===== config.mk =====
export PLATFORM = sky130hd
export DESIGN_NAME = load_store_queue
export DESIGN_NICKNAME = d
export VERILOG_FILES = /design/src/rtl/lsq_pkg.sv /design/src/rtl/load_store_queue.sv /design/src/rtl/lsq_entry.sv
export SDC_FILE = /design/constraint.sdc
export NUM_CORES = 1
export LEC_CHECK = 0
export BUFFER_PORTS_ARGS = -buffer_cell sky130_fd_sc_hd__buf_2
export CAP_MARGIN = 20
export CORE_MARGIN = 8
export CORE_UTILIZATION = 49
export CTS_BUF_LIST = sky130_fd_sc_hd__clkbuf_4
export DETAILED_ROUTE_END_ITERATION = 8
export PLACE_DENSITY = 0.73
export RECOVER_POWER = 100
export SLEW_MARGIN = 25
export SYNTH_ARGS = -nofsm -noshare
export SYNTH_HDL_FRONTEND = slang
export SYNTH_SLANG_ARGS = --single-unit

===== constraint.sdc =====
create_clock -name clock -period 5.8 [get_ports clock]
set_clock_uncertainty 0.2 [all_clocks]
set_input_delay 1.16 -clock clock [delete_from_list [all_inputs] [get_ports clock]]
set_output_delay 1.16 -clock clock [all_outputs]
set_load 0.005 [all_outputs]

===== src/rtl/lsq_pkg.sv =====
// Package for the load/store queue: operation and status codes, packed word layouts
// and the control structs passed between the queue and its entries.
// No dependencies.
`timescale 1ns / 1ps
`default_nettype none

package lsq_pkg;

   localparam int REQ_DATA_W = 48;
   localparam int REQ_USER_W = 5;
   localparam int RSP_DATA_W = 8;
   localparam int RSP_USER_W = 2;
   localparam int SLOT_W     = 3;
   localparam int FIELD_TAG_W = 6;
   localparam int FIELD_ROB_W = 6;
   localparam int WORD_W     = 32;

   typedef enum logic [3:0] {
      FUNC_ALLOC    = 4'd0,
      FUNC_SET_ADDR = 4'd1,
      FUNC_SET_DATA = 4'd2,
      FUNC_COMPLETE = 4'd3,
      FUNC_RETIRE   = 4'd4,
      FUNC_SET_BTAG = 4'd5,
      FUNC_SET_OTAG = 4'd6,
      FUNC_SET_DTAG = 4'd7,
      FUNC_BCAST    = 4'd8,
      FUNC_QUERY    = 4'd9
   } func_type;

   typedef enum logic [1:0] {
      STATUS_DONE    = 2'd0,
      STATUS_FULL    = 2'd1,
      STATUS_RANGE   = 2'd2,
      STATUS_REFUSED = 2'd3
   } status_type;

   typedef struct packed {
      logic                   spare;
      logic [WORD_W-1:0]      word;
      logic [FIELD_TAG_W-1:0] reg_tag;
      logic [FIELD_ROB_W-1:0] rob_slot;
      logic [SLOT_W-1:0]      slot;
   } req_data_type;

   typedef struct packed {
      logic     store_flag;
      func_type func;
   } req_user_type;

   typedef struct packed {
      logic              spare;
      logic [2:0]        occupancy;
      logic              may_execute;
      logic [SLOT_W-1:0] alloc_slot;
   } rsp_data_type;

   typedef struct packed {
      logic alloc;
      logic clear;
      logic set_addr;
      logic write_data;
      logic set_done;
      logic set_btag;
      logic set_otag;
      logic set_dtag;
      logic bcast;
   } ent_cmd_type;

   typedef struct packed {
      logic store_op;
      logic addr_rdy;
      logic data_rdy;
      logic done;
   } ent_status_type;

endpackage

`default_nettype wire


===== src/rtl/load_store_queue.sv =====
// Top level of the in-order circular load/store queue.
// Depends on lsq_pkg and instantiates lsq_slot_unit once per queue slot.
`timescale 1ns / 1ps
`default_nettype none

// The queue takes one operation word per cycle while the result side keeps taking
// words, and returns exactly one result word for each, in order. A word passes an
// input register, is decoded and applied to the entries as it leaves that register,
// and its result is held in an output register. A broadcast compares its tag against
// every entry at once, and each entry has its own adder for base plus offset.
module load_store_queue #(
   parameter int QUEUE_DEPTH = 6,
   parameter int TAG_BITS    = 6,
   parameter int ROB_BITS    = 6
) (
   input  wire logic                            clock,
   input  wire logic                            reset,
   input  wire logic                            req_tvalid,
   output logic                                 req_tready,
   // slot, rob_slot, reg_tag, word, zero pad
   input  wire logic [lsq_pkg::REQ_DATA_W-1:0]  req_tdata,
   // func, store_flag
   input  wire logic [lsq_pkg::REQ_USER_W-1:0]  req_tuser,
   output logic                                 rsp_tvalid,
   input  wire logic                            rsp_tready,
   // alloc_slot, may_execute, occupancy, zero pad
   output logic [lsq_pkg::RSP_DATA_W-1:0]       rsp_tdata,
   // status
   output logic [lsq_pkg::RSP_USER_W-1:0]       rsp_tuser
);

   localparam int PTR_W = $clog2(QUEUE_DEPTH);
   localparam int CNT_W = $clog2(QUEUE_DEPTH + 1);

   logic                    in_valid_ff;
   lsq_pkg::req_data_type   in_data_ff;
   lsq_pkg::req_user_type   in_user_ff;
   logic                    out_valid_ff;
   lsq_pkg::rsp_data_type   out_data_ff, out_data_in;
   lsq_pkg::status_type     out_status_ff, out_status_in;
   logic [PTR_W-1:0]        head_ptr_ff, head_ptr_in;
   logic [PTR_W-1:0]        tail_ptr_ff, tail_ptr_in;
   logic [CNT_W-1:0]        fill_count_ff, fill_count_in;

   logic                    fire;
   logic                    in_range;
   logic [PTR_W-1:0]        slot_idx;
   logic [TAG_BITS-1:0]     bus_tag;
   logic [ROB_BITS-1:0]     alloc_rob;
   logic                    do_alloc, do_retire, do_bcast;
   logic                    do_addr, do_data, do_done, do_btag, do_otag, do_dtag;
   logic                    may_execute;

   lsq_pkg::ent_cmd_type    cmd [QUEUE_DEPTH];
   lsq_pkg::ent_status_type ent [QUEUE_DEPTH];

   assign fire       = in_valid_ff && (!out_valid_ff || rsp_tready);
   assign req_tready = !in_valid_ff || fire;

   always_ff @(posedge clock) begin
      if (reset) begin
         in_valid_ff <= 1'b0;
      end else if (req_tvalid && req_tready) begin
         in_valid_ff <= 1'b1;
      end else if (fire) begin
         in_valid_ff <= 1'b0;
      end
   end

   always_ff @(posedge clock) begin
      if (req_tvalid && req_tready) begin
         in_data_ff <= lsq_pkg::req_data_type'(req_tdata);
         in_user_ff <= lsq_pkg::req_user_type'(req_tuser);
      end
   end

   assign in_range  = 32'(in_data_ff.slot) < QUEUE_DEPTH;
   assign slot_idx  = PTR_W'(in_data_ff.slot);
   assign bus_tag   = TAG_BITS'(in_data_ff.reg_tag);
   assign alloc_rob = ROB_BITS'(in_data_ff.rob_slot);

   always_comb begin
      out_status_in = lsq_pkg::STATUS_DONE;
      may_execute   = 1'b0;
      do_alloc      = 1'b0;
      do_retire     = 1'b0;
      do_bcast      = 1'b0;
      do_addr       = 1'b0;
      do_data       = 1'b0;
      do_done       = 1'b0;
      do_btag       = 1'b0;
      do_otag       = 1'b0;
      do_dtag       = 1'b0;
      head_ptr_in   = head_ptr_ff;
      tail_ptr_in   = tail_ptr_ff;
      fill_count_in = fill_count_ff;

      case (in_user_ff.func)
         lsq_pkg::FUNC_ALLOC: begin
            if (fill_count_ff == CNT_W'(QUEUE_DEPTH)) begin
               out_status_in = lsq_pkg::STATUS_FULL;
            end else begin
               do_alloc      = 1'b1;
               tail_ptr_in   = (tail_ptr_ff == PTR_W'(QUEUE_DEPTH - 1)) ? '0
                             : tail_ptr_ff + 1'b1;
               fill_count_in = fill_count_ff + 1'b1;
            end
         end
         lsq_pkg::FUNC_RETIRE: begin
            if (fill_count_ff == '0 || !ent[head_ptr_ff].done) begin
               out_status_in = lsq_pkg::STATUS_REFUSED;
            end else begin
               do_retire     = 1'b1;
               head_ptr_in   = (head_ptr_ff == PTR_W'(QUEUE_DEPTH - 1)) ? '0
                             : head_ptr_ff + 1'b1;
               fill_count_in = fill_count_ff - 1'b1;
            end
         end
         lsq_pkg::FUNC_BCAST: begin
            do_bcast = 1'b1;
         end
         lsq_pkg::FUNC_SET_ADDR, lsq_pkg::FUNC_SET_DATA, lsq_pkg::FUNC_COMPLETE,
         lsq_pkg::FUNC_SET_BTAG, lsq_pkg::FUNC_SET_OTAG, lsq_pkg::FUNC_SET_DTAG,
         lsq_pkg::FUNC_QUERY: begin
            if (!in_range) begin
               out_status_in = lsq_pkg::STATUS_RANGE;
            end else begin
               do_addr = in_user_ff.func == lsq_pkg::FUNC_SET_ADDR;
               do_data = in_user_ff.func == lsq_pkg::FUNC_SET_DATA;
               do_done = in_user_ff.func == lsq_pkg::FUNC_COMPLETE;
               do_btag = in_user_ff.func == lsq_pkg::FUNC_SET_BTAG;
               do_otag = in_user_ff.func == lsq_pkg::FUNC_SET_OTAG;
               do_dtag = in_user_ff.func == lsq_pkg::FUNC_SET_DTAG;
               if (in_user_ff.func == lsq_pkg::FUNC_QUERY) begin
                  may_execute = (slot_idx == head_ptr_ff) && ent[slot_idx].addr_rdy &&
                                (!ent[slot_idx].store_op || ent[slot_idx].data_rdy);
               end
            end
         end
         default: begin
         end
      endcase

      out_data_in.spare       = 1'b0;
      out_data_in.occupancy   = 3'(fill_count_in);
      out_data_in.may_execute = may_execute;
      out_data_in.alloc_slot  = do_alloc ? lsq_pkg::SLOT_W'(tail_ptr_ff) : '0;
   end

   for (genvar i = 0; i < QUEUE_DEPTH; i++) begin : g_entry
      logic at_slot, at_head, at_tail;

      assign at_slot = fire && (slot_idx == PTR_W'(i));
      assign at_head = fire && (head_ptr_ff == PTR_W'(i));
      assign at_tail = fire && (tail_ptr_ff == PTR_W'(i));

      assign cmd[i].alloc      = do_alloc && at_tail;
      assign cmd[i].clear      = do_retire && at_head;
      assign cmd[i].set_addr   = do_addr && at_slot;
      assign cmd[i].write_data = do_data && at_slot;
      assign cmd[i].set_done   = do_done && at_slot;
      assign cmd[i].set_btag   = do_btag && at_slot;
      assign cmd[i].set_otag   = do_otag && at_slot;
      assign cmd[i].set_dtag   = do_dtag && at_slot;
      assign cmd[i].bcast      = do_bcast && fire;

      lsq_slot_unit #(
         .TAG_BITS(TAG_BITS),
         .ROB_BITS(ROB_BITS)
      ) u_entry (
         .clock      (clock),
         .reset      (reset),
         .cmd        (cmd[i]),
         .alloc_store(in_user_ff.store_flag),
         .alloc_rob  (alloc_rob),
         .bus_tag    (bus_tag),
         .bus_word   (in_data_ff.word),
         .status     (ent[i])
      );
   end

   always_ff @(posedge clock) begin
      if (reset) begin
         head_ptr_ff   <= '0;
         tail_ptr_ff   <= '0;
         fill_count_ff <= '0;
         out_valid_ff  <= 1'b0;
      end else begin
         if (fire) begin
            head_ptr_ff   <= head_ptr_in;
            tail_ptr_ff   <= tail_ptr_in;
            fill_count_ff <= fill_count_in;
            out_valid_ff  <= 1'b1;
         end else if (rsp_tready) begin
            out_valid_ff  <= 1'b0;
         end
      end
   end

   always_ff @(posedge clock) begin
      if (fire) begin
         out_data_ff   <= out_data_in;
         out_status_ff <= out_status_in;
      end
   end

   assign rsp_tvalid = out_valid_ff;
   assign rsp_tdata  = out_data_ff;
   assign rsp_tuser  = out_status_ff;

endmodule

`default_nettype wire


===== src/rtl/lsq_entry.sv =====
// One load/store queue entry: operand tags, ready flags, values and the address adder.
// Depends on lsq_pkg for the command and status structs.
`timescale 1ns / 1ps
`default_nettype none

module lsq_slot_unit #(
   parameter int TAG_BITS = 6,
   parameter int ROB_BITS = 6
) (
   input  wire logic                        clock,
   input  wire logic                        reset,
   input  wire lsq_pkg::ent_cmd_type        cmd,
   input  wire logic                        alloc_store,
   input  wire logic [ROB_BITS-1:0]         alloc_rob,
   input  wire logic [TAG_BITS-1:0]         bus_tag,
   input  wire logic [lsq_pkg::WORD_W-1:0]  bus_word,
   output lsq_pkg::ent_status_type          status
);

   logic                       store_op_ff, store_op_in;
   logic [ROB_BITS-1:0]        rob_ff, rob_in;
   logic [lsq_pkg::WORD_W-1:0] addr_ff, addr_in;
   logic                       addr_rdy_ff, addr_rdy_in;
   logic [lsq_pkg::WORD_W-1:0] data_ff, data_in;
   logic                       data_rdy_ff, data_rdy_in;
   logic [TAG_BITS-1:0]        btag_ff, btag_in;
   logic [TAG_BITS-1:0]        otag_ff, otag_in;
   logic [TAG_BITS-1:0]        dtag_ff, dtag_in;
   logic [lsq_pkg::WORD_W-1:0] bval_ff, bval_in;
   logic                       b_rdy_ff, b_rdy_in;
   logic [lsq_pkg::WORD_W-1:0] oval_ff, oval_in;
   logic                       o_rdy_ff, o_rdy_in;
   logic                       done_ff, done_in;
   logic                       b_hit, o_hit, d_hit;

   assign b_hit = !b_rdy_ff && (btag_ff == bus_tag);
   assign o_hit = !o_rdy_ff && (otag_ff == bus_tag);
   assign d_hit = store_op_ff && !data_rdy_ff && (dtag_ff == bus_tag);

   always_comb begin
      store_op_in = store_op_ff;
      rob_in      = rob_ff;
      addr_in     = addr_ff;
      addr_rdy_in = addr_rdy_ff;
      data_in     = data_ff;
      data_rdy_in = data_rdy_ff;
      btag_in     = btag_ff;
      otag_in     = otag_ff;
      dtag_in     = dtag_ff;
      bval_in     = bval_ff;
      b_rdy_in    = b_rdy_ff;
      oval_in     = oval_ff;
      o_rdy_in    = o_rdy_ff;
      done_in     = done_ff;

      if (cmd.alloc || cmd.clear) begin
         store_op_in = cmd.alloc && alloc_store;
         rob_in      = cmd.alloc ? alloc_rob : '0;
         addr_in     = '0;
         addr_rdy_in = 1'b0;
         data_in     = '0;
         data_rdy_in = 1'b0;
         btag_in     = '0;
         otag_in     = '0;
         dtag_in     = '0;
         bval_in     = '0;
         b_rdy_in    = 1'b0;
         oval_in     = '0;
         o_rdy_in    = 1'b0;
         done_in     = 1'b0;
      end
      if (cmd.set_addr) begin
         addr_in     = bus_word;
         addr_rdy_in = 1'b1;
      end
      if (cmd.write_data) begin
         data_in     = bus_word;
         data_rdy_in = 1'b1;
      end
      if (cmd.set_done) begin
         done_in = 1'b1;
      end
      if (cmd.set_btag) begin
         btag_in = bus_tag;
      end
      if (cmd.set_otag) begin
         otag_in = bus_tag;
      end
      if (cmd.set_dtag) begin
         dtag_in = bus_tag;
      end
      if (cmd.bcast) begin
         if (b_hit) begin
            bval_in  = bus_word;
            b_rdy_in = 1'b1;
         end
         if (o_hit) begin
            oval_in  = bus_word;
            o_rdy_in = 1'b1;
         end
         if (d_hit) begin
            data_in     = bus_word;
            data_rdy_in = 1'b1;
         end
         // The address is formed once, as soon as both operands are present.
         if (!addr_rdy_ff && b_rdy_in && o_rdy_in) begin
            addr_in     = bval_in + oval_in;
            addr_rdy_in = 1'b1;
         end
      end
   end

   always_ff @(posedge clock) begin
      if (reset) begin
         store_op_ff <= 1'b0;
         addr_rdy_ff <= 1'b0;
         data_rdy_ff <= 1'b0;
         btag_ff     <= '0;
         otag_ff     <= '0;
         dtag_ff     <= '0;
         b_rdy_ff    <= 1'b0;
         o_rdy_ff    <= 1'b0;
         done_ff     <= 1'b0;
      end else begin
         store_op_ff <= store_op_in;
         addr_rdy_ff <= addr_rdy_in;
         data_rdy_ff <= data_rdy_in;
         btag_ff     <= btag_in;
         otag_ff     <= otag_in;
         dtag_ff     <= dtag_in;
         b_rdy_ff    <= b_rdy_in;
         o_rdy_ff    <= o_rdy_in;
         done_ff     <= done_in;
      end
   end

   always_ff @(posedge clock) begin
      rob_ff  <= rob_in;
      addr_ff <= addr_in;
      data_ff <= data_in;
      bval_ff <= bval_in;
      oval_ff <= oval_in;
   end

   assign status.store_op = store_op_ff;
   assign status.addr_rdy = addr_rdy_ff;
   assign status.data_rdy = data_rdy_ff;
   assign status.done     = done_ff;

endmodule

`default_nettype wire


Word-level counts from Yosys, hierarchy flattened. Cells that the tools add are included. Widths: inputs -> output; s select.

Add/sub/neg operators: 4. Bitwise operators: 4. Equality and inequality tests: 44. Multiplexer cells: 168. Reduce and logical (&&, ||, !) cells: 186. Order comparisons: 3.

Operators with widths (number): $mux 6 (24); $mux 1 (132); $logic_and 1x1->1 (113); $eq 6x6->1 (18); $reduce_bool 2->1 (26); $logic_not 1->1 (28); $bmux 4 s3 (2); $eq 3x3->1 const B (7); $eq 3x2->1 const B (6); $eq 4x3->1 const B (4); $logic_not 3->1 (4); $mux 3 (4); $logic_or 1x1->1 (10); $add 3x1->3 const B (3); $eq 3x1->1 const B (3); $reduce_and 3->1 (3); $eq 4x2->1 const B (2); $eq 4x4->1 const B (2); $ge 4x4->1 const B (2); $mux 4 (2); $not 3->4 (2); $reduce_or 7->1 (1); $pmux 2 s3 (1); $pmux 3 s2 (1); 7 further kinds (9).

Flip-flop bits (word level): 178. Word-level logic and storage cells: 476.

Logic depth before layout (Yosys ltp). Gate-level depths: netlist (run 1).

Depth in word-level cells: 17. Mapped depth: 10. Mapped depth without buffers: 7.

By module. Synthesis (run 1) repeated with hierarchy kept, for this count alone.

Cells, all modules: 1156. Area total of the unflattened synthesis: 10656.5 um2.

By module, submodules not included: lsq_slot_unit (area an instance 1209.9 um2, sequential area each 480.5 um2, times used 6, cells each 143); load_store_queue (area an instance 3397.0 um2, sequential area each 2052.0 um2, times used 1, cells each 298).

Worst setup path after synthesis (run 1). Ideal clock, no wire load.

Path type: input port to output port. Start point: in rsp_tready. End point: out req_tready. Slack: 2828 ps. Required time: 4440 ps. Data arrival time: 1612 ps. Buffers on the path: 1. Cell stages on the path: 3. Path through: nor2b_1 clkbuf_1 nand2_1.

Word-level cells in the longest chain between the ends: 3.

RTL lines: from (decl) (line load_store_queue.sv:25) `input wire logic rsp_tready,`; $logic_or 1x1->1 (line load_store_queue.sv:57) `assign fire = in_valid_ff && (!out_valid_ff || rsp_tready);`; $logic_and 1x1->1 (line load_store_queue.sv:57); $logic_or 1x1->1 (line load_store_queue.sv:58) `assign req_tready = !in_valid_ff || fire;`; to (decl) (line load_store_queue.sv:19) `output logic req_tready,`.

Every way passes these cells.

Final worst setup path (run 1).
Start point: in rsp_tready. End point: reg g_entry[1].u_entry.addr_rdy_ff.

Word-level cells in the longest chain between the ends: 12. Elaborated cells between the ends (all ways): 22.

RTL lines: $logic_or 1x1->1 (*) (line load_store_queue.sv:57); $logic_and 1x1->1 (*) (line load_store_queue.sv:57); named net fire (line load_store_queue.sv:45) `logic fire;`; $logic_and 1x1->1, on equally long branches (line load_store_queue.sv:155, load_store_queue.sv:154); $logic_and 1x1->1, on equally long branches (line load_store_queue.sv:157, load_store_queue.sv:158); $logic_or 1x1->1 (line lsq_entry.sv:56) `if (cmd.alloc || cmd.clear) begin`; $mux 1 (line lsq_entry.sv:56); $mux 1 (line lsq_entry.sv:93) `if (b_hit) begin`; $mux 1 (line lsq_entry.sv:92) `if (cmd.bcast) begin`; $logic_and 1x1->1 (2 in a row) (line lsq_entry.sv:106) `if (!addr_rdy_ff && b_rdy_in && o_rdy_in) begin`; $mux 1 (line lsq_entry.sv:106); $mux 1 (*) (line lsq_entry.sv:92); to (signal assigned) (line lsq_entry.sv:126) `addr_rdy_ff <= addr_rdy_in;`; to (decl) (line lsq_entry.sv:23) `logic addr_rdy_ff, addr_rdy_in;`.

The timed path passes the listed nets; every way through them passes the cells marked *. The select of a mux whose other input is x is not followed. A chain may end at the register's enable or synchronous reset.

==> results.txt, run 1 <==
The buffer depth of the longest clock path came out at 2. Clock-pin slew was measured on the worst setup and hold paths at 0.13 ns. The number of buffers and inverters on the critical path is 3. The run gives 43.28% as the register area share after synthesis.

For flop-to-flop paths, the worst setup slack is 2.39 ns. The xor/xnor cell area share of the yosys netlist is 11.29%. Worst-path maximum fanout: 24.

The class of the tightest hold or removal check was reg2reg. The number of clock buffers added by TritonCTS is 17. Pin count of the biggest net entering global routing: 96. Based on the critical path, the design can be clocked at up to 0.2768 GHz.

The worst register-to-register path begins at in_user_ff[3]. In the synthesized netlist the async set-or-reset flop fraction comes to 0%. The maximum VDD drop is 0.09939 mV, and the number of routed nets with antenna violations is 0. The cell with the largest stage delay on the worst path is sky130_fd_sc_hd__clkbuf_1. The classification of the worst setup path is in2reg.

The unique cell type count in the Yosys netlist is 59, and the number of global-route vias before repair is 6982. STA classifies the critical path startpoint as an input port. For the finished layout, the period the worst path requires is 3.613 ns.

Data on the critical path is required at its endpoint by 6.12 ns. The depth of the worst register-to-register path was 5. TritonCTS built the clock tree. The count of input and output buffers is 28.

The total wire length was 22060 um; the global-route wire length before repair was 35710 um. The switching fraction of total power was 25.52%; the utilization after layout was 51.87%. Setup repair after global routing left no endpoint under its margin. The core area was 17780 um2. The max-slew violation total from the final report is 0. In the global route stage, overall resource usage came out at 19.76%.

The worst hold path begins at g_entry[1].u_entry.data_rdy_ff. Per-cell via count in the routed design: 5.834. Internal power comes to 0.001539 W.

The die is 149.7 um tall. Counting every net in the synthesized netlist gives 1132. The area growth from synthesis to layout is 5.225%.

The analysis attributes to cell leakage a power of 3.109 nW. The most common cell after layout, fill and taps aside is sky130_fd_sc_hd__dfxtp_1. Horizontal die dimension: 149.7 um. Final hold analysis gives a worst-case slack of 0.2547 ns. By area, the combinational part of the netlist is dominated by simple AND/OR/NAND/NOR gates. The power density over the cells is 224.1 nW/um2, and the portion of netlist area occupied by mux cells is 0.4996%.

The tools report the destination of the worst hold path as g_entry[1].u_entry.data_rdy_ff. In the final layout, the multi-input gates occupy 4608 um2. Cell type group with the largest total delay on the critical path: buffers and inverters. The count of flip-flops with a built-in enable after synthesis is 23, and the number of max-cap violations is 0. The synthesized design contains 178 register bits. After floorplanning, the core was divided into 49 placement rows.

The top cell types in the final layout, fill and taps aside, are sky130_fd_sc_hd__dfxtp_1 (155), sky130_fd_sc_hd__nand2_1 (154), sky130_fd_sc_hd__a21oi_1 (147). The tools report the buffer type at the clock tree root as sky130_fd_sc_hd__clkbuf_4. The analysis attributes to net switching a power of 0.0005274 W.

Number of setup violations in the final report: 0. In this run the cell area measured after placement is 8989 um2. The flow ran to the end, and the final reports show no timing, DRC or antenna violations.

The number of endpoints with negative hold slack in the final report is 0, and the estimated wirelength of the detail-placed design is 13930 um. The logs give 1716 for the fill cell instance count of the final layout and 7532 for the via total after detailed routing. Of the available clock period, the critical path in the final layout requires 62.29%. Adding up every negative setup slack in the final design gives 0 ns.

Combinational logic burns 6.7% of the power. In this run, post-CTS hold repair placed 0 buffers. Measured against its own limit, the worst slew margin works out to 23.29%.

The count of mapped cells out of synthesis came out at 1069. The fraction of the mapped netlist area in simple logic gates came out at 26.67%. The tools report the endpoint of the worst register-to-register path as g_entry[4].u_entry.otag_ff[0]. The initial antenna violation count is 1, and the total iterations of the first detailed-routing run is 5. Sequential cells account for 61.9% of the total power. For the number of gates given a new drive strength after cts, the log shows 0. The share of cells above drive strength 1 works out to 7.163%. The number of synthesis warnings was 0. At the worst endpoint, the arrival time is 3.93 ns.

Among all flip-flop cells after synthesis, the most frequent one is sky130_fd_sc_hd__dfxtp_1. Per report_power, the clock group accounts for 31.4% of the total. For the pin with the worst max-slew slack, the measured transition is 1.150 ns.

69 I/O pins were placed. The cell area after layout came out at 9223 um2. After detailed routing, the number of remaining DRC violations is 0.

For the number of clock sinks seen by CTS, the log shows 178. The tools report the post-synthesis instance area as 8765 um2. The compound-gate portion of the synthesized area is 12.95%.

After clock tree synthesis, the setup repair step added 0 buffers. STA classifies the critical path endpoint as a flip-flop. After the first detailed-routing iteration, the DRC count stood at 720. The synthesized-area fraction occupied by adder cells is 0.8565%, and the die area is 22420 um2. The signal on the critical path passes through buf_2 > nand2b_1 > nand2_1 > inv_1 > o21ai_0 > clkbuf_1 > a22oi_1 > a21oi_1. The number of nets in the layout was 1111. Along the worst hold path, the cell count comes to 2.

The run gives 0 as the total global routing overflow. In the final routed layout, each cell accounts on average for 17.09 um. The initial utilization of the core area, before any placement, comes to 49.30%.

For the worst-skew pair, the clock arrives at the later sink with an insertion delay of 0.59 ns. The placer's final routability congestion estimate is 0.8703, and the area occupied by registers is 3794 um2. In this run the mean area of a mapped cell was 8.199 um2.

The largest stage delay on the critical path was 0.87 ns; the number of H-tree levels was 4.
[state kept, by name, summed over array words and instances (netlist names)]
| register | cells |
|---|---|
| fill_count_ff | 3 |
| g_entry.u_entry.btag_ff | 36 |
| head_ptr_ff | 3 |
| in_valid_ff | 1 |
| g_entry.u_entry.b_rdy_ff | 6 |
| g_entry.u_entry.data_rdy_ff | 6 |
| rsp_tuser | 2 |
| g_entry.u_entry.store_op_ff | 6 |
| g_entry.u_entry.done_ff | 6 |
| rsp_tdata | 7 |
| slot_idx | 3 |
| g_entry.u_entry.o_rdy_ff | 6 |
| g_entry.u_entry.otag_ff | 36 |
| g_entry.u_entry.dtag_ff | 36 |
| rsp_tvalid | 1 |
| in_user_ff | 5 |
| g_entry.u_entry.addr_rdy_ff | 6 |
| bus_tag | 6 |
| tail_ptr_ff | 3 |
[cells in the mapped netlist, types with 3 or more instances]
| library cell | instances | area share [%] |
|---|---|---|
| sky130_fd_sc_hd__and2_1 | 7 | 0.50 |
| sky130_fd_sc_hd__nand4_1 | 55 | 3.9 |
| sky130_fd_sc_hd__buf_1 | 5 | 0.21 |
| sky130_fd_sc_hd__nand4b_1 | 3 | 0.30 |
| sky130_fd_sc_hd__nor2_1 | 60 | 2.6 |
| sky130_fd_sc_hd__xor2_1 | 99 | 9.9 |
| sky130_fd_sc_hd__or3_1 | 4 | 0.29 |
| sky130_fd_sc_hd__nor3_1 | 14 | 0.80 |
| sky130_fd_sc_hd__nand2b_1 | 14 | 1.0 |
| sky130_fd_sc_hd__a32oi_1 | 5 | 0.50 |
| sky130_fd_sc_hd__o21ai_0 | 5 | 0.29 |
| sky130_fd_sc_hd__a21oi_1 | 147 | 8.4 |
| sky130_fd_sc_hd__clkbuf_1 | 69 | 3.0 |
| sky130_fd_sc_hd__dfxtp_1 | 155 | 35 |
| sky130_fd_sc_hd__a31oi_1 | 12 | 0.86 |
| sky130_fd_sc_hd__nand2_1 | 154 | 6.6 |
| sky130_fd_sc_hd__inv_1 | 13 | 0.56 |
| sky130_fd_sc_hd__nor4_1 | 25 | 1.8 |
| sky130_fd_sc_hd__ha_1 | 6 | 0.86 |
| sky130_fd_sc_hd__nand3_1 | 94 | 5.4 |
| sky130_fd_sc_hd__and3_1 | 4 | 0.29 |
| sky130_fd_sc_hd__buf_2 | 6 | 0.34 |
| sky130_fd_sc_hd__nor2b_1 | 8 | 0.57 |
| sky130_fd_sc_hd__xnor2_1 | 14 | 1.4 |
| sky130_fd_sc_hd__or4_1 | 10 | 0.86 |
| sky130_fd_sc_hd__a22oi_1 | 14 | 1.2 |
| sky130_fd_sc_hd__edfxtp_1 | 23 | 7.9 |
| sky130_fd_sc_hd__and4_1 | 3 | 0.30 |
[how the worst max path moves through the flow]
stage | depth (start not counted) | startpoint | slack [ns] | end
3_5_place_dp | 7 | rsp_tready | 1.80 | g_entry[3].u_entry.data_rdy_ff
3_3_place_gp | 7 | rsp_tready | 1.88 | g_entry[3].u_entry.data_rdy_ff
5_1_grt | 8 | rsp_tready | 1.99 | g_entry[1].u_entry.addr_rdy_ff
6_report | 8 | rsp_tready | 2.19 | g_entry[1].u_entry.addr_rdy_ff
4_1_cts | 4 | rsp_tready | 2.33 | req_tready
2_1_floorplan | 3 | rsp_tready | 2.83 | req_tready
[layer usage]
layer	global-route usage [%]	share of wire (%)	wire length, um	vias to the layer above
li1	-	-	-	3725
met1	25.70	45	9910	3583
met2	32.14	48	10520	178
met3	3.054	4.8	1062	46
met4	8.246	2.5	562	0
met5	0	0	0	-
[cell type report]
class | instances | area share [%]
diodes | 1 | 0.02713
clock buffers | 24 | 1.954
clock inverters | 8 | 0.6919
inverters | 13 | 0.5291
multi-input cells | 795 | 49.97
flip-flops and latches | 178 | 41.13
well taps | 229 | 3.107
repair buffers | 43 | 2.591
[stage by stage]
step | cells | setup slack, ns | total power, W
after global routing | 1291 | 1.991 | 0.002147
after floorplan | 1069 | 2.828 | 0.001398
after detailed placement | 1257 | 1.802 | 0.001444
after global placement | 1257 | 1.877 | 0.001441
final | 1291 | 2.187 | 0.002066
after CTS | 1289 | 2.333 | 0.002078
[worst reg2reg max path, cell delays in order (launching register included)]
cell	delay [ns]
sky130_fd_sc_hd__edfxtp_1	0.61
sky130_fd_sc_hd__or4b_1	0.69
sky130_fd_sc_hd__or2_0	0.42
sky130_fd_sc_hd__or4_1	0.99
sky130_fd_sc_hd__nand4_1	0.25
sky130_fd_sc_hd__a21oi_1	0.09
[cells by family (layout without fill, tap and decap cells)]
family | Yosys count | in the layout
other cells | 1 | 2
buf+inv | 96 | 88
mux | 4 | 4
flops | 178 | 178
xor+xnor | 113 | 113
simple gates | 470 | 470
fa+ha+maj | 6 | 6
compound gates | 201 | 201
[power by group through the flow]
| stage | clock network, W | registers (W) | logic [W] |
|---|---|---|---|
| floorplan | 0 | 0.00129 | 0.000107 |
| global placement | 0 | 0.00131 | 0.000135 |
| detailed placement | 0 | 0.00131 | 0.000137 |
| CTS | 0.000661 | 0.00128 | 0.000138 |
| global route | 0.000715 | 0.00128 | 0.000150 |
| finish | 0.000649 | 0.00128 | 0.000138 |
Note: power is estimated with default switching activity, not from simulation.
==> run 2, diff against run 1 <==
- ABC_AREA: default -> 1
- PLACE_DENSITY: 0.73 -> 0.76
- clock period: 5.8 -> 2.9 ns (I/O delays scaled with it)
==> results.txt, run 2 <==
For the total DRC errors in the routed layout, the log shows 0 (unchanged). Class of the tightest hold or removal check: in2reg. Maximum VDD drop: 0.6199 mV (+520%). Leaving out fill and tap cells, the most frequent cells in the layout are sky130_fd_sc_hd__nand2_1 (288), sky130_fd_sc_hd__a21oi_1 (174), sky130_fd_sc_hd__dfxtp_1 (155). The tools report the pin count of the biggest net entering global routing as 58 (-40%). The area occupied by registers is 3794 um2 (unchanged).

The destination of the worst hold path was in_valid_ff. The initial antenna violation count was 1 (unchanged); the top-area cell type share of the netlist area was 34.98% (-0.42 points). The count of mapped cells out of synthesis is 1171 (+9.5%), and the leakage power summed over all cells is 3.319 nW (+6.7%). The power density over the cells was 461.8 nW/um2 (+110%). For this run, the leading register cell type out of synthesis is sky130_fd_sc_hd__dfxtp_1. The number of H-tree levels was 4 (unchanged); the count of routing violations after the opening detailed-route iteration was 672 (-6.7%). Tracing the worst setup path back leads to its startpoint at rsp_tvalid.

The buffer depth of the longest clock path is 2 (unchanged). The largest area contributor in the netlist is sky130_fd_sc_hd__dfxtp_1. Dividing the final minimum period by the clock period gives 91.97%. The horizontal die dimension was 150.6 um (+0.54%). The post-synthesis instance area was 8871 um2 (+1.2%). The via total after detailed routing is 8141 (+8.1%). The total global routing overflow is 0 (unchanged). The register bit count reported by yosys came out at 178 (unchanged).

The flow ran to the end, and the final reports show no timing, DRC or antenna violations. The logs give 1234 (+9.0%) for the post-synth net total and 0 (unchanged) for the number of synthesis warnings. Ranked by instance count, the synthesized netlist is headed by sky130_fd_sc_hd__nand2_1 (284), sky130_fd_sc_hd__a21oi_1 (174), sky130_fd_sc_hd__dfxtp_1 (155). Core area: 17840 um2 (+0.34%). The max-slew violation total from the final report is 0 (unchanged). TritonCTS built the clock tree. The final-layout worst hold slack was 0.05457 ns (-0.2001 ns); the number of gates given a new drive strength after cts was 0 (unchanged). The TritonCTS buffer count was 17 (unchanged). Setup repair after global routing left no endpoint under its margin. For the number of setup violations in the final report, the log shows 0 (unchanged). The number of nets in the layout was 1263 (+14%).

STA classifies the critical path endpoint as a flip-flop. The initial core utilization was 49.72% (+0.43 points); the worst-path maximum fanout was 18 (-25%). The placer's final routability congestion estimate is 0.9773 (+12%). The pre-CTS setup slack came out at 0.3216 ns (-1.481 ns).

The most numerous cell in the Yosys netlist is sky130_fd_sc_hd__nand2_1. The largest registers in the layout are g_entry.u_entry.btag_ff: 36 flops, g_entry.u_entry.dtag_ff: 36 flops, g_entry.u_entry.otag_ff: 36 flops. The classification of the worst setup path is reg2reg.

The fill cell instance count of the final layout came out at 1696 (-1.2%). Clock tree synthesis selected as its root buffer the cell sky130_fd_sc_hd__clkbuf_4. The run gives 0.2328 ns (-1.954 ns) as the final worst slack. The clock-pin slew of the registers on the worst-case setup and hold paths came out at 0.14 ns (about the same). In this run the critical register-to-register path is launched from rsp_tvalid.

The slew at the pin with the worst max-slew slack is 0.7915 ns (-0.3586 ns). The utilization after layout came out at 53.81% (+1.9 points). For the post-route setup TNS, the log shows 0 ns (unchanged). The register area share after synthesis was 42.76% (-0.52 points). Share of flip-flops with an asynchronous set or reset after synthesis: 0% (unchanged). The multi-input combinational cell area was 4383 um2 (-4.9%); the average cell area after synthesis was 7.576 um2 (-7.6%). The endpoint arrival time on the critical path came out at 2.99 ns (-0.94 ns). The startpoint type of the worst setup path is a flip-flop. The estimated wirelength of the detail-placed design is 15660 um (+12%), and the clock latency of the later-clocked register in the worst-skew pair is 0.59 ns (about the same). The register-to-register path setup slack is 0.23 ns (-2.16 ns), and the I/O pin count is 69 (unchanged). The endpoint of the worst register-to-register path is g_entry[3].u_entry.o_rdy_ff.

Total wire length: 23630 um (+7.1%). The count of flip-flops with a built-in enable after synthesis came out at 23 (unchanged). The total iterations of the first detailed-routing run is 6 (+1), and the routed wire length per instance is 16.37 um (-4.2%). The clock period minus final worst setup slack was 2.667 ns. The die height works out to 150.6 um (+0.54%). The area growth from synthesis to layout is 8.223%. The logs give 49 (unchanged) for the standard-cell row count and 0 (unchanged) for the number of routed nets with antenna violations. The buffers inserted during post-CTS setup optimization was 0 (unchanged); the count of cells along the worst hold path was 3 (+1). Sorting the synthesized cells by area gives the leading types as sky130_fd_sc_hd__dfxtp_1 (35%), sky130_fd_sc_hd__nand2_1 (12%), sky130_fd_sc_hd__a21oi_1 (9.8%). In this run the most critical hold path is launched from req_tvalid. For the number of clock sinks seen by CTS, the log shows 178 (unchanged). The run gives 7453 (+6.7%) as the number of global-route vias before repair.

The per-cell via count in the routed design is 5.642 (-3.3%). The number of endpoints with negative hold slack in the final report is 0 (unchanged), and the count of input and output buffers is 28 (unchanged). For the required time reported for the critical path endpoint, the log shows 3.22 ns (-2.90 ns). Die area: 22670 um2 (+1.1%). The unique cell type count in the Yosys netlist was 45 (-24%); the share of cells above drive strength 1 was 10.55% (+3.4 points). The global-route wire length before repair came out at 38070 um (+6.6%). The number of max-cap violations is 0 (unchanged).

The peak clock frequency supported by timing was 0.3749 GHz; the depth of the worst register-to-register path was 8 (+3). Leaving out fill and tap cells, the most frequent cell in the layout is sky130_fd_sc_hd__nand2_1. The tools report the all-layer global routing usage as 21.16% (+1.4 points). For the worst slew margin relative to its limit, the log shows 47.18% (+24 points).
## run 2: cell count changes in the layout (fill, tap and decap cells not counted), moves of 12 or more
cell | previous run | this run
sky130_fd_sc_hd__a211oi_1 | 1 | 19
sky130_fd_sc_hd__a21oi_1 | 147 | 174
sky130_fd_sc_hd__a22oi_1 | 14 | 2
sky130_fd_sc_hd__dlygate4sd3_1 | 0 | 14
sky130_fd_sc_hd__inv_1 | 13 | 78
sky130_fd_sc_hd__nand2_1 | 154 | 288
sky130_fd_sc_hd__nand2b_1 | 14 | 0
sky130_fd_sc_hd__nand3_1 | 94 | 50
sky130_fd_sc_hd__nor2_2 | 0 | 20
sky130_fd_sc_hd__nor4_1 | 22 | 2
sky130_fd_sc_hd__o21ai_0 | 6 | 31
sky130_fd_sc_hd__o22ai_1 | 1 | 17
sky130_fd_sc_hd__xor2_1 | 99 | 30
## run 2: how the worst max path moves through the flow
stage / end / slack, ns
global placement: g_entry[3].u_entry.btag_ff[2] / 0.36
finish: g_entry[3].u_entry.o_rdy_ff / 0.23
detailed placement: g_entry[3].u_entry.btag_ff[2] / 0.32
floorplan: g_entry[0].u_entry.o_rdy_ff / 0.88
CTS: g_entry[3].u_entry.btag_ff[2] / 0.35
global route: g_entry[2].u_entry.data_rdy_ff / 0.04
## run 2: what timing repair did
item / 4_1_cts / 5_1_grt
hold endpoints to repair: 14 / 0
setup endpoints to repair: 0 / 0
hold buffers: 14 / 0
## run 2: logic make-up (layout without fill, tap and decap cells)
family                   Yosys count  count (layout)  share of synthesized area, %
flip-flops                       178             178                         42.76
buffers and inverters            147             189                         6.841
AO/OA/AOI/OAI                    261             261                         16.16
AND/OR/NAND/NOR                  529             529                         28.50
XOR/XNOR                          49              49                         4.838
adder cells (fa/ha/maj)            6               6                        0.8462
other                              1               2                       0.04227
## run 2: metrics by stage
step           cell area (um2)  total power (W)  instances
2_1_floorplan             8871         0.002818       1171
3_3_place_gp              9255         0.002927       1396
3_5_place_dp              9255         0.002932       1396
4_1_cts                   9713         0.004451       1442
5_1_grt                   9600         0.004583       1443
6_report                  9600         0.004433       1443
## run 2: final cells by class
type | count | area share, %
multi-input cells | 846 | 45.65
diodes | 1 | 0.02607
flip-flops and latches | 178 | 39.52
inverters | 87 | 3.402
clock inverters | 15 | 1.981
repair buffers | 70 | 5.109
clock buffers | 17 | 1.329
well taps | 229 | 2.984
## run 2: per-layer routing
metal	vias to the layer above	global-route usage (%)	wire [um]
met3	56	4.298	1764
li1	4025	-	-
met2	284	33.74	10990
met1	3776	27.14	10090
met5	-	0	0
met4	0	9.495	783
## run 2: worst max-delay path, stage by stage, from the launching register on
cell                       delay [ns]
sky130_fd_sc_hd__dfxtp_1         0.36
sky130_fd_sc_hd__nand2_2         0.08
sky130_fd_sc_hd__nand2_1         0.41
sky130_fd_sc_hd__inv_1           0.30
sky130_fd_sc_hd__nand3_1         0.12
sky130_fd_sc_hd__inv_1           0.39
sky130_fd_sc_hd__clkbuf_1        0.40
sky130_fd_sc_hd__nand4_1         0.15
sky130_fd_sc_hd__a21oi_1         0.19
## run 2: report_power, final
| part | switching (W) | internal, W | leakage [nW] |
|---|---|---|---|
| combinational | 0.000242 | 0.000104 | 1.69 |
| sequential | 0.0000182 | 0.00252 | 1.47 |
| clock | 0.000870 | 0.000676 | 0.159 |
